**src/rtl/tdcs_pkg.sv**
```systemverilog
// Shared types and codes for the tank drive command shaper.
// Holds the sequencer state type, mode, action and register index codes.
// No dependencies.
package tdcs_pkg;

  localparam int CFG_ADDR_W = 3;

  localparam logic [CFG_ADDR_W-1:0] CFG_STRAIGHT_SPEED  = 3'd0;
  localparam logic [CFG_ADDR_W-1:0] CFG_TURN_SPEED      = 3'd1;
  localparam logic [CFG_ADDR_W-1:0] CFG_TURN_GAIN       = 3'd2;
  localparam logic [CFG_ADDR_W-1:0] CFG_SLOW_FACTOR     = 3'd3;
  localparam logic [CFG_ADDR_W-1:0] CFG_CUBIC_WEIGHT    = 3'd4;
  localparam logic [CFG_ADDR_W-1:0] CFG_DEADBAND_OFFSET = 3'd5;
  localparam logic [CFG_ADDR_W-1:0] CFG_BRAKE_LOCKOUT   = 3'd6;

  localparam logic [1:0] MODE_DISABLED = 2'd0;
  localparam logic [1:0] MODE_AUTO     = 2'd1;
  localparam logic [1:0] MODE_TELEOP   = 2'd2;
  localparam logic [1:0] MODE_NONE     = 2'd3;

  localparam logic [2:0] ACT_STOP          = 3'd0;
  localparam logic [2:0] ACT_FORWARD       = 3'd1;
  localparam logic [2:0] ACT_BACK          = 3'd2;
  localparam logic [2:0] ACT_TURN_FWD_RGT  = 3'd3;
  localparam logic [2:0] ACT_TURN_FWD_LFT  = 3'd4;
  localparam logic [2:0] ACT_TURN_BACK_RGT = 3'd5;
  localparam logic [2:0] ACT_TURN_BACK_LFT = 3'd6;

  localparam int TICK_W = 16;
  localparam logic [TICK_W-1:0] LOCKOUT_RESET = 16'd4500;
  localparam logic [TICK_W-1:0] TICK_MAX      = 16'hFFFF;

  typedef enum logic [2:0] {
    ST_IDLE,
    ST_SLOW,
    ST_SQR,
    ST_CUBE,
    ST_WCUB,
    ST_WLIN,
    ST_OFFS,
    ST_OUT
  } state_t;

endpackage

```
**src/rtl/tank_drive_command_shaper.sv**
```systemverilog
// Tank drive command shaper: one control tick in, one motor/valve word out. Depends on tdcs_pkg.
// Disabled, autonomous and idle-mode ticks go from input accept straight to the output state;
// teleop ticks first run the shared multiply sequence (five shared products per
// stick, six with slow scaling, two sticks in turn). The next word is taken the cycle after
// the result is registered, so no new tick is taken while one is in flight; a waiting result holds the next one.
// Reset (rst_n low, synchronous) releases the brake, clears button history and ticks, and restores register defaults.
module tank_drive_command_shaper
  import tdcs_pkg::*;
#(
  parameter int SAMPLE_BITS = 16,
  localparam int CFG_W = (SAMPLE_BITS > TICK_W) ? SAMPLE_BITS : TICK_W
) (
  input  logic                          clk,
  input  logic                          rst_n,

  input  logic                          cfg_we,
  input  logic [CFG_ADDR_W-1:0]         cfg_addr,
  input  logic [CFG_W-1:0]              cfg_data,

  input  logic                          in_valid,
  output logic                          in_stall,
  input  logic [1:0]                    in_mode,
  input  logic [2:0]                    in_auto_action,
  input  logic signed [SAMPLE_BITS-1:0] in_left_stick,
  input  logic signed [SAMPLE_BITS-1:0] in_right_stick,
  input  logic                          in_slow_button,
  input  logic                          in_brake_button,

  output logic                          out_valid,
  input  logic                          out_stall,
  output logic signed [SAMPLE_BITS-1:0] out_left_drive,
  output logic signed [SAMPLE_BITS-1:0] out_right_drive,
  output logic                          out_motor_update,
  output logic                          out_brake_on,
  output logic                          out_valve_update
);

  localparam int SB = SAMPLE_BITS;
  localparam int F  = SB - 1;
  localparam int PW = 2 * SB;

  localparam logic [SB-1:0] ONE   = {1'b1, {F{1'b0}}};
  localparam logic [SB-1:0] MAXV  = {1'b0, {F{1'b1}}};
  localparam logic [SB-1:0] HALFV = {2'b01, {(F-1){1'b0}}};
  localparam logic [PW-1:0] HALF  = {{(SB+1){1'b0}}, 1'b1, {(F-1){1'b0}}};

  function automatic logic [SB-1:0] sat_to(input logic [SB-1:0] v, input logic [SB-1:0] hi);
    return (v > hi) ? hi : v;
  endfunction

  function automatic logic [SB-1:0] enc(input logic neg, input logic [SB-1:0] mag);
    return neg ? ({SB{1'b0}} - mag) : mag;
  endfunction

  // configuration, saturated on write except the brake lockout
  logic [SB-1:0]     straight_r, turn_r, gain_r, slow_f_r, cubic_r, dead_r;
  logic [TICK_W-1:0] lock_r;
  logic [SB-1:0]     cfg_v;

  assign cfg_v = cfg_data[SB-1:0];

  always_ff @(posedge clk) begin
    if (!rst_n) begin
      straight_r <= HALFV;
      turn_r     <= HALFV;
      gain_r     <= '0;
      slow_f_r   <= HALFV;
      cubic_r    <= HALFV;
      dead_r     <= '0;
      lock_r     <= LOCKOUT_RESET;
    end else if (cfg_we) begin
      unique case (cfg_addr)
        CFG_STRAIGHT_SPEED:  straight_r <= sat_to(cfg_v, MAXV);
        CFG_TURN_SPEED:      turn_r     <= sat_to(cfg_v, MAXV);
        CFG_TURN_GAIN:       gain_r     <= sat_to(cfg_v, MAXV);
        CFG_SLOW_FACTOR:     slow_f_r   <= sat_to(cfg_v, ONE);
        CFG_CUBIC_WEIGHT:    cubic_r    <= sat_to(cfg_v, ONE);
        CFG_DEADBAND_OFFSET: dead_r     <= sat_to(cfg_v, MAXV);
        CFG_BRAKE_LOCKOUT:   lock_r     <= cfg_data[TICK_W-1:0];
        default: ;
      endcase
    end
  end

  // sequencer and datapath registers
  state_t            state_r, state_nxt;
  logic              brake_r, brake_nxt;
  logic              last_r, last_nxt;
  logic [TICK_W-1:0] ticks_r, ticks_nxt;
  logic              out_valid_r, out_valid_nxt;

  logic [1:0]        mode_r, mode_nxt;
  logic [2:0]        act_r, act_nxt;
  logic              slow_r, slow_nxt;
  logic              btn_r, btn_nxt;
  logic              stick_r, stick_nxt;
  logic [SB-1:0]     mag_r, mag_nxt;
  logic              neg_r, neg_nxt;
  logic [SB-1:0]     rmag_r, rmag_nxt;
  logic              rneg_r, rneg_nxt;
  logic [SB-1:0]     m_r, m_nxt;
  logic [PW-1:0]     acc_r, acc_nxt;
  logic [SB-1:0]     lres_r, lres_nxt;
  logic [SB-1:0]     rres_r, rres_nxt;

  logic [SB-1:0]     ld_r, ld_nxt, rd_r, rd_nxt;
  logic              mu_r, mu_nxt, bo_r, bo_nxt, vu_r, vu_nxt;

  // shared multiply and round unit
  logic [SB-1:0] mul_a, mul_b;
  logic [PW-1:0] prod, addend, rsum;
  logic [SB-1:0] rnd_val;
  logic [SB:0]   c_sum;
  logic [SB-1:0] c_sat, drive;

  always_comb begin
    mul_a  = '0;
    mul_b  = '0;
    addend = '0;
    unique case (state_r)
      ST_SLOW: begin
        mul_a = mag_r;
        mul_b = slow_f_r;
      end
      ST_SQR: begin
        mul_a = mag_r;
        mul_b = mag_r;
      end
      ST_CUBE: begin
        mul_a = m_r;
        mul_b = mag_r;
      end
      ST_WCUB: begin
        mul_a = cubic_r;
        mul_b = m_r;
      end
      ST_WLIN: begin
        mul_a  = ONE - cubic_r;
        mul_b  = mag_r;
        addend = acc_r;
      end
      ST_OFFS: begin
        mul_a = ONE - dead_r;
        mul_b = m_r;
      end
      ST_IDLE, ST_OUT: ;
    endcase
  end

  assign prod    = mul_a * mul_b;
  assign rsum    = prod + addend + HALF;
  assign rnd_val = rsum[F +: SB];
  assign c_sum   = {1'b0, dead_r} + {1'b0, rnd_val};
  assign c_sat   = (c_sum > {1'b0, MAXV}) ? MAXV : c_sum[SB-1:0];
  // a stick scaled down to zero counts as positive
  assign drive   = enc(neg_r && (mag_r != '0), c_sat);

  // input magnitudes: left is negated, right is taken as is
  logic [SB-1:0] ls_u, rs_u, ls_abs, rs_abs, lmag_in, rmag_in;
  logic          lneg_in;

  assign ls_u    = in_left_stick;
  assign rs_u    = in_right_stick;
  assign ls_abs  = {SB{1'b0}} - ls_u;
  assign rs_abs  = {SB{1'b0}} - rs_u;
  assign lneg_in = !ls_u[F] && (ls_u != '0);
  assign lmag_in = ls_u[F] ? sat_to(ls_abs, MAXV) : ls_u;
  assign rmag_in = rs_u[F] ? rs_abs : rs_u;

  // autonomous speeds
  logic [SB:0]   tg_sum;
  logic [SB-1:0] tg;
  logic          toggle;

  assign tg_sum = {1'b0, turn_r} + {1'b0, gain_r};
  assign tg     = (tg_sum > {1'b0, MAXV}) ? MAXV : tg_sum[SB-1:0];
  assign toggle = btn_r && !last_r && (ticks_r >= lock_r);

  always_comb begin
    state_nxt     = state_r;
    brake_nxt     = brake_r;
    last_nxt      = last_r;
    ticks_nxt     = ticks_r;
    out_valid_nxt = out_valid_r && out_stall;
    mode_nxt      = mode_r;
    act_nxt       = act_r;
    slow_nxt      = slow_r;
    btn_nxt       = btn_r;
    stick_nxt     = stick_r;
    mag_nxt       = mag_r;
    neg_nxt       = neg_r;
    rmag_nxt      = rmag_r;
    rneg_nxt      = rneg_r;
    m_nxt         = m_r;
    acc_nxt       = acc_r;
    lres_nxt      = lres_r;
    rres_nxt      = rres_r;
    ld_nxt        = ld_r;
    rd_nxt        = rd_r;
    mu_nxt        = mu_r;
    bo_nxt        = bo_r;
    vu_nxt        = vu_r;

    unique case (state_r)
      ST_IDLE: begin
        if (in_valid) begin
          mode_nxt  = in_mode;
          act_nxt   = in_auto_action;
          slow_nxt  = in_slow_button;
          btn_nxt   = in_brake_button;
          stick_nxt = 1'b0;
          mag_nxt   = lmag_in;
          neg_nxt   = lneg_in;
          rmag_nxt  = rmag_in;
          rneg_nxt  = rs_u[F];
          if (in_mode == MODE_TELEOP) begin
            state_nxt = in_slow_button ? ST_SLOW : ST_SQR;
          end else begin
            state_nxt = ST_OUT;
          end
        end
      end
      ST_SLOW: begin
        mag_nxt   = rnd_val;
        state_nxt = ST_SQR;
      end
      ST_SQR: begin
        m_nxt     = rnd_val;
        state_nxt = ST_CUBE;
      end
      ST_CUBE: begin
        m_nxt     = rnd_val;
        state_nxt = ST_WCUB;
      end
      ST_WCUB: begin
        // hold the unrounded cubic product for the mix step
        acc_nxt   = prod;
        state_nxt = ST_WLIN;
      end
      ST_WLIN: begin
        m_nxt     = rnd_val;
        state_nxt = ST_OFFS;
      end
      ST_OFFS: begin
        if (!stick_r) begin
          lres_nxt  = drive;
          mag_nxt   = rmag_r;
          neg_nxt   = rneg_r;
          stick_nxt = 1'b1;
          state_nxt = slow_r ? ST_SLOW : ST_SQR;
        end else begin
          rres_nxt  = drive;
          state_nxt = ST_OUT;
        end
      end
      ST_OUT: begin
        if (!out_valid_r || !out_stall) begin
          out_valid_nxt = 1'b1;
          state_nxt     = ST_IDLE;
          ld_nxt        = '0;
          rd_nxt        = '0;
          mu_nxt        = 1'b0;
          vu_nxt        = 1'b0;
          bo_nxt        = brake_r;
          unique case (mode_r)
            MODE_DISABLED: begin
              brake_nxt = 1'b0;
              last_nxt  = 1'b0;
              ticks_nxt = '0;
              bo_nxt    = 1'b0;
            end
            MODE_AUTO: begin
              mu_nxt = 1'b1;
              // right motor is mirrored: forward drives it negative
              unique case (act_r)
                ACT_FORWARD: begin
                  ld_nxt = enc(1'b0, straight_r);
                  rd_nxt = enc(1'b1, straight_r);
                end
                ACT_BACK: begin
                  ld_nxt = enc(1'b1, straight_r);
                  rd_nxt = enc(1'b0, straight_r);
                end
                ACT_TURN_FWD_RGT: begin
                  ld_nxt = enc(1'b0, turn_r);
                  rd_nxt = enc(1'b1, tg);
                end
                ACT_TURN_FWD_LFT: begin
                  ld_nxt = enc(1'b0, tg);
                  rd_nxt = enc(1'b1, turn_r);
                end
                ACT_TURN_BACK_RGT: begin
                  ld_nxt = enc(1'b1, turn_r);
                  rd_nxt = enc(1'b0, tg);
                end
                ACT_TURN_BACK_LFT: begin
                  ld_nxt = enc(1'b1, tg);
                  rd_nxt = enc(1'b0, turn_r);
                end
                default: ;
              endcase
            end
            MODE_TELEOP: begin
              brake_nxt = brake_r ^ toggle;
              last_nxt  = btn_r;
              if (ticks_r != TICK_MAX) begin
                ticks_nxt = ticks_r + 1'b1;
              end
              vu_nxt = 1'b1;
              bo_nxt = brake_r ^ toggle;
              if (!(brake_r ^ toggle)) begin
                mu_nxt = 1'b1;
                ld_nxt = lres_r;
                rd_nxt = rres_r;
              end
            end
            MODE_NONE: ;
          endcase
        end
      end
    endcase
  end

  always_ff @(posedge clk) begin
    if (!rst_n) begin
      state_r     <= ST_IDLE;
      brake_r     <= 1'b0;
      last_r      <= 1'b0;
      ticks_r     <= '0;
      out_valid_r <= 1'b0;
    end else begin
      state_r     <= state_nxt;
      brake_r     <= brake_nxt;
      last_r      <= last_nxt;
      ticks_r     <= ticks_nxt;
      out_valid_r <= out_valid_nxt;
    end
  end

  always_ff @(posedge clk) begin
    mode_r  <= mode_nxt;
    act_r   <= act_nxt;
    slow_r  <= slow_nxt;
    btn_r   <= btn_nxt;
    stick_r <= stick_nxt;
    mag_r   <= mag_nxt;
    neg_r   <= neg_nxt;
    rmag_r  <= rmag_nxt;
    rneg_r  <= rneg_nxt;
    m_r     <= m_nxt;
    acc_r   <= acc_nxt;
    lres_r  <= lres_nxt;
    rres_r  <= rres_nxt;
    ld_r    <= ld_nxt;
    rd_r    <= rd_nxt;
    mu_r    <= mu_nxt;
    bo_r    <= bo_nxt;
    vu_r    <= vu_nxt;
  end

  assign in_stall         = (state_r != ST_IDLE);
  assign out_valid        = out_valid_r;
  assign out_left_drive   = ld_r;
  assign out_right_drive  = rd_r;
  assign out_motor_update = mu_r;
  assign out_brake_on     = bo_r;
  assign out_valve_update = vu_r;

endmodule
```
**config.mk**
```make
export PLATFORM = sky130hd
export DESIGN_NAME = tank_drive_command_shaper
export DESIGN_NICKNAME = d
export VERILOG_FILES = /design/src/rtl/tdcs_pkg.sv /design/src/rtl/tank_drive_command_shaper.sv
export SDC_FILE = /design/constraint.sdc
export NUM_CORES = 1
export LEC_CHECK = 0
export ABC_AREA = 0
export BUFFER_PORTS_ARGS = -buffer_cell sky130_fd_sc_hd__buf_2
export CAP_MARGIN = 40
export CORE_MARGIN = 2
export CORE_UTILIZATION = 35
export DETAILED_ROUTE_END_ITERATION = 10
export GPL_ROUTABILITY_DRIVEN = 0
export GPL_TIMING_DRIVEN = 0
export PLACE_DENSITY = 0.59
export SLEW_MARGIN = 15
export SYNTH_ARGS = -nofsm -noshare
export SYNTH_HDL_FRONTEND = slang
export SYNTH_SLANG_ARGS = --single-unit
```
**constraint.sdc**
```tcl
create_clock -name clk -period 14.85 [get_ports clk]
set_input_delay 2.97 -clock clk [delete_from_list [all_inputs] [get_ports clk]]
set_output_delay 2.97 -clock clk [all_outputs]
set_load 0.03 [all_outputs]
```
==> impl_metrics.yaml <==
outcome:
  status: "completed"
timing:
  fmax_ghz: 0.07091
  holdWs_ns: 0.4686
  setup_viol: 0
  finalCriticalPeriod_ns: 14.10
  fin_crit_sh_pct: 94.97
  finalSetupTns_ns: 0
  slew_headroom_pct: 32.57
  finalHoldViolCount: 0
  maxSlewViolCount: 0
  tightest_slew_ns: 1.011
  finalClockSkew_ns: 0.02771
clock_network:
  clock_latency_ns: 0.56
  holdBufCountCts: 0
  cts_num_sinks: 290
  cts_tree: "yes"
  clk_path_buf_depth: 3
  clkTransAtPathRegs_ns: 0.06
  cts_buffers: 35
  root_buffer: "clkbuf_16"
  htree_levels: 2
floorplanning:
  fp-row-count: 103
  ios: 100
  fp.dieW_um: 285.2
  die_area_um2: 81330
  start_util_pct: 35.20
  fp.coreArea_um2: 78610
  dieHeight_um: 285.2
run:
  cap_viol_max_count: 0
final_layout:
  largest_reg_flops: 31
  nets: 3820
  final_core_util_pct: 39.99
  top_register: "acc_r"
  drive_above_1_share_pct: 9.611
  synthToLayoutAreaGrowth_pct: 13.60
  n_antenna_cell: 0
  layout_common_cells: "414 x nand2_1, 311 x nor2_1, 296 x inv_1, 214 x ha_1, 195 x fa_1"
  fillCellCount: 8088
  final_common_cell: "nand2_1"
synth:
  synth_nets: 3639
  synth-edff-count: 156
  synth-seq-cells: 290
  syn_inst: 3164
  ys.warnings.count: 0
  postSynthAreaPerCell_um2: 8.747
  synth_area_um2: 27670
  synth_seq_area_share_pct: 26.62
  synth_cell_types: 86
  synthArstFlopShare_pct: 0
  ys_dominant_reg_cell: "edfxtp_1"
global_routing:
  use_met2_pct: 32.65
  grt_pass1_vias: 23070
  gr-usage-all-layers_pct: 21.65
  antenna_found_initial: 1
  gr-usage-met3_pct: 3.480
  gr-max-usage-layer: "met2"
  grt_first_pass_wirelength_um: 137100
  gr-usage-met1_pct: 30.85
  gr-total-overflow: 0
  grt_max_degree: 28
drt:
  dr.pass1.iters: 6
  vias: 24170
  drc: 0
  antenna_left: 0
  vias_per_cell: 5.466
  initialDrtViolationCount: 2386
  wirelength_um: 88860
  wl_per_cell_um: 20.10
pwr:
  sequentialPowerShare_pct: 18.4
  vdd_ir_drop_max_mv: 0.1557
  p_leak_nw: 13.87
  p_int_mw: 3.227
  power_density_nw_per_um2: 207.8
  combPwrFrac_pct: 68.5
  p_sw_share_pct: 50.59
  p_sw_mw: 3.305
  clockPowerShare_pct: 13.1
critical_path:
  crit_path_end_kind: "register"
  critPathMaxStageDelay_ns: 0.57
  required_ns: 15.10
  r2r_end: "rres_r[14]"
  cp.arrival_ns: 14.35
  crit_top_cell: "fa_1"
  r2r_slack_ns: 0.75
  rr_startpoint: "state_r[1]"
  critPathKind: "register to register"
  reg2regPathDepth: 49
  crit_path_max_fanout: 10
  slowest_stage: "fa_1"
  start_kind: "register"
worst_hold_path:
  min_path_cells: 2
  hold_class: "register to register"
  holdPathEnd: "lock_r[6]"
  worstHoldStart: "lock_r[6]"
place:
  hpwl_um: 70540
  portBuffers: 98
-- logic make-up after synthesis --
group / after synthesis / synth area share, %
buffers and inverters: 446 / 6.158
XOR/XNOR: 144 / 4.585
AND/OR/NAND/NOR: 1071 / 17.65
adder cells (fa/ha/maj): 412 / 23.92
AO/OA/AOI/OAI: 741 / 18.79
multiplexers: 60 / 2.279
flip-flops: 290 / 26.62
-- layer usage --
metal,vias up,wire length (um)
li1,11390,-
met1,11540,39470
met2,1035,38100
met3,199,7492
met4,0,3794
met5,-,0
-- per-stage QoR --
step | setup slack (ns) | instances | cell area, um2 | power (mW)
after CTS | 0.004075 | 4412 | 31100 | 6.383
after floorplan | 1.737 | 3164 | 27670 | 3.945
after global placement | -2.547 | 4312 | 29480 | 5.281
final | 0.7477 | 4421 | 31440 | 6.532
after detailed placement | -1.780 | 4344 | 29840 | 5.445
after global routing | -0.05770 | 4421 | 31440 | 7.047
-- worst max-delay path by stage --
stage,from,endpoint,cells after the start
2_1_floorplan,state_r[2],lres_r[14],47
3_3_place_gp,state_r[2],lres_r[12],46
3_5_place_dp,state_r[0],lres_r[12],55
4_1_cts,state_r[0],rres_r[14],57
5_1_grt,state_r[0],rres_r[14],54
6_report,state_r[1],rres_r[14],49
-- cells in the mapped netlist (all sizes together) (34+ instances only) --
master	count	share of area [%]
nand2	415	5.6
nor2	316	4.3
inv	297	4.0
ha	217	9.8
fa	195	14
edfxtp	156	17
o21ai	142	2.6
dfxtp	134	9.7
a21oi	132	2.4
clkbuf	128	1.8
xnor2	95	3.0
o211a	60	2.2
nor3	58	1.0
a22oi	52	1.4
xor2	49	1.6
a21boi	47	1.3
a21o	44	1.2
nor2b	43	0.97
and2	42	0.95
o21a	42	1.1
or3	37	0.84
mux2i	36	1.3
nand2b	34	0.77
-- area by class of cell --
type,count,area [um2],share of cell area (%)
clock buffers,46,959.7,3.052
plain buffers,149,624.3,1.986
flip-flops and latches,290,7367,23.43
multi-input cells,2428,18990,60.40
inverters,297,1115,3.546
repair buffers,144,902.1,2.869
clock inverters,17,167.7,0.5333
well taps,1050,1314,4.179
-- power groups by stage --
stage / clock network, mW / logic, mW / registers, mW
after floorplan: 0 / 2.75 / 1.19
after global placement: 0 / 4.06 / 1.22
after detailed placement: 0 / 4.23 / 1.21
after CTS: 0.879 / 4.31 / 1.20
after global routing: 0.909 / 4.93 / 1.21
final: 0.856 / 4.47 / 1.20
-- critical path: cells and delay by family, from the launching register on --
family / cells / cell delay [ns]
adder cells (fa/ha/maj): 11 / 4.69
AO/OA/AOI/OAI: 15 / 3.67
AND/OR/NAND/NOR: 10 / 2.03
buffers and inverters: 8 / 1.70
multiplexers: 2 / 0.65
XOR/XNOR: 3 / 0.65
flip-flops: 1 / 0.38
-- what timing repair did --
| item | 4_1_cts | 5_1_grt |
|---|---|---|
| resized for setup | 21 | 61 |
| pin swaps | 2 | 8 |
| buffers inserted | 5 | 9 |
| setup endpoints to repair | 32 | 12 |
Power figures use the tool's default switching activity.
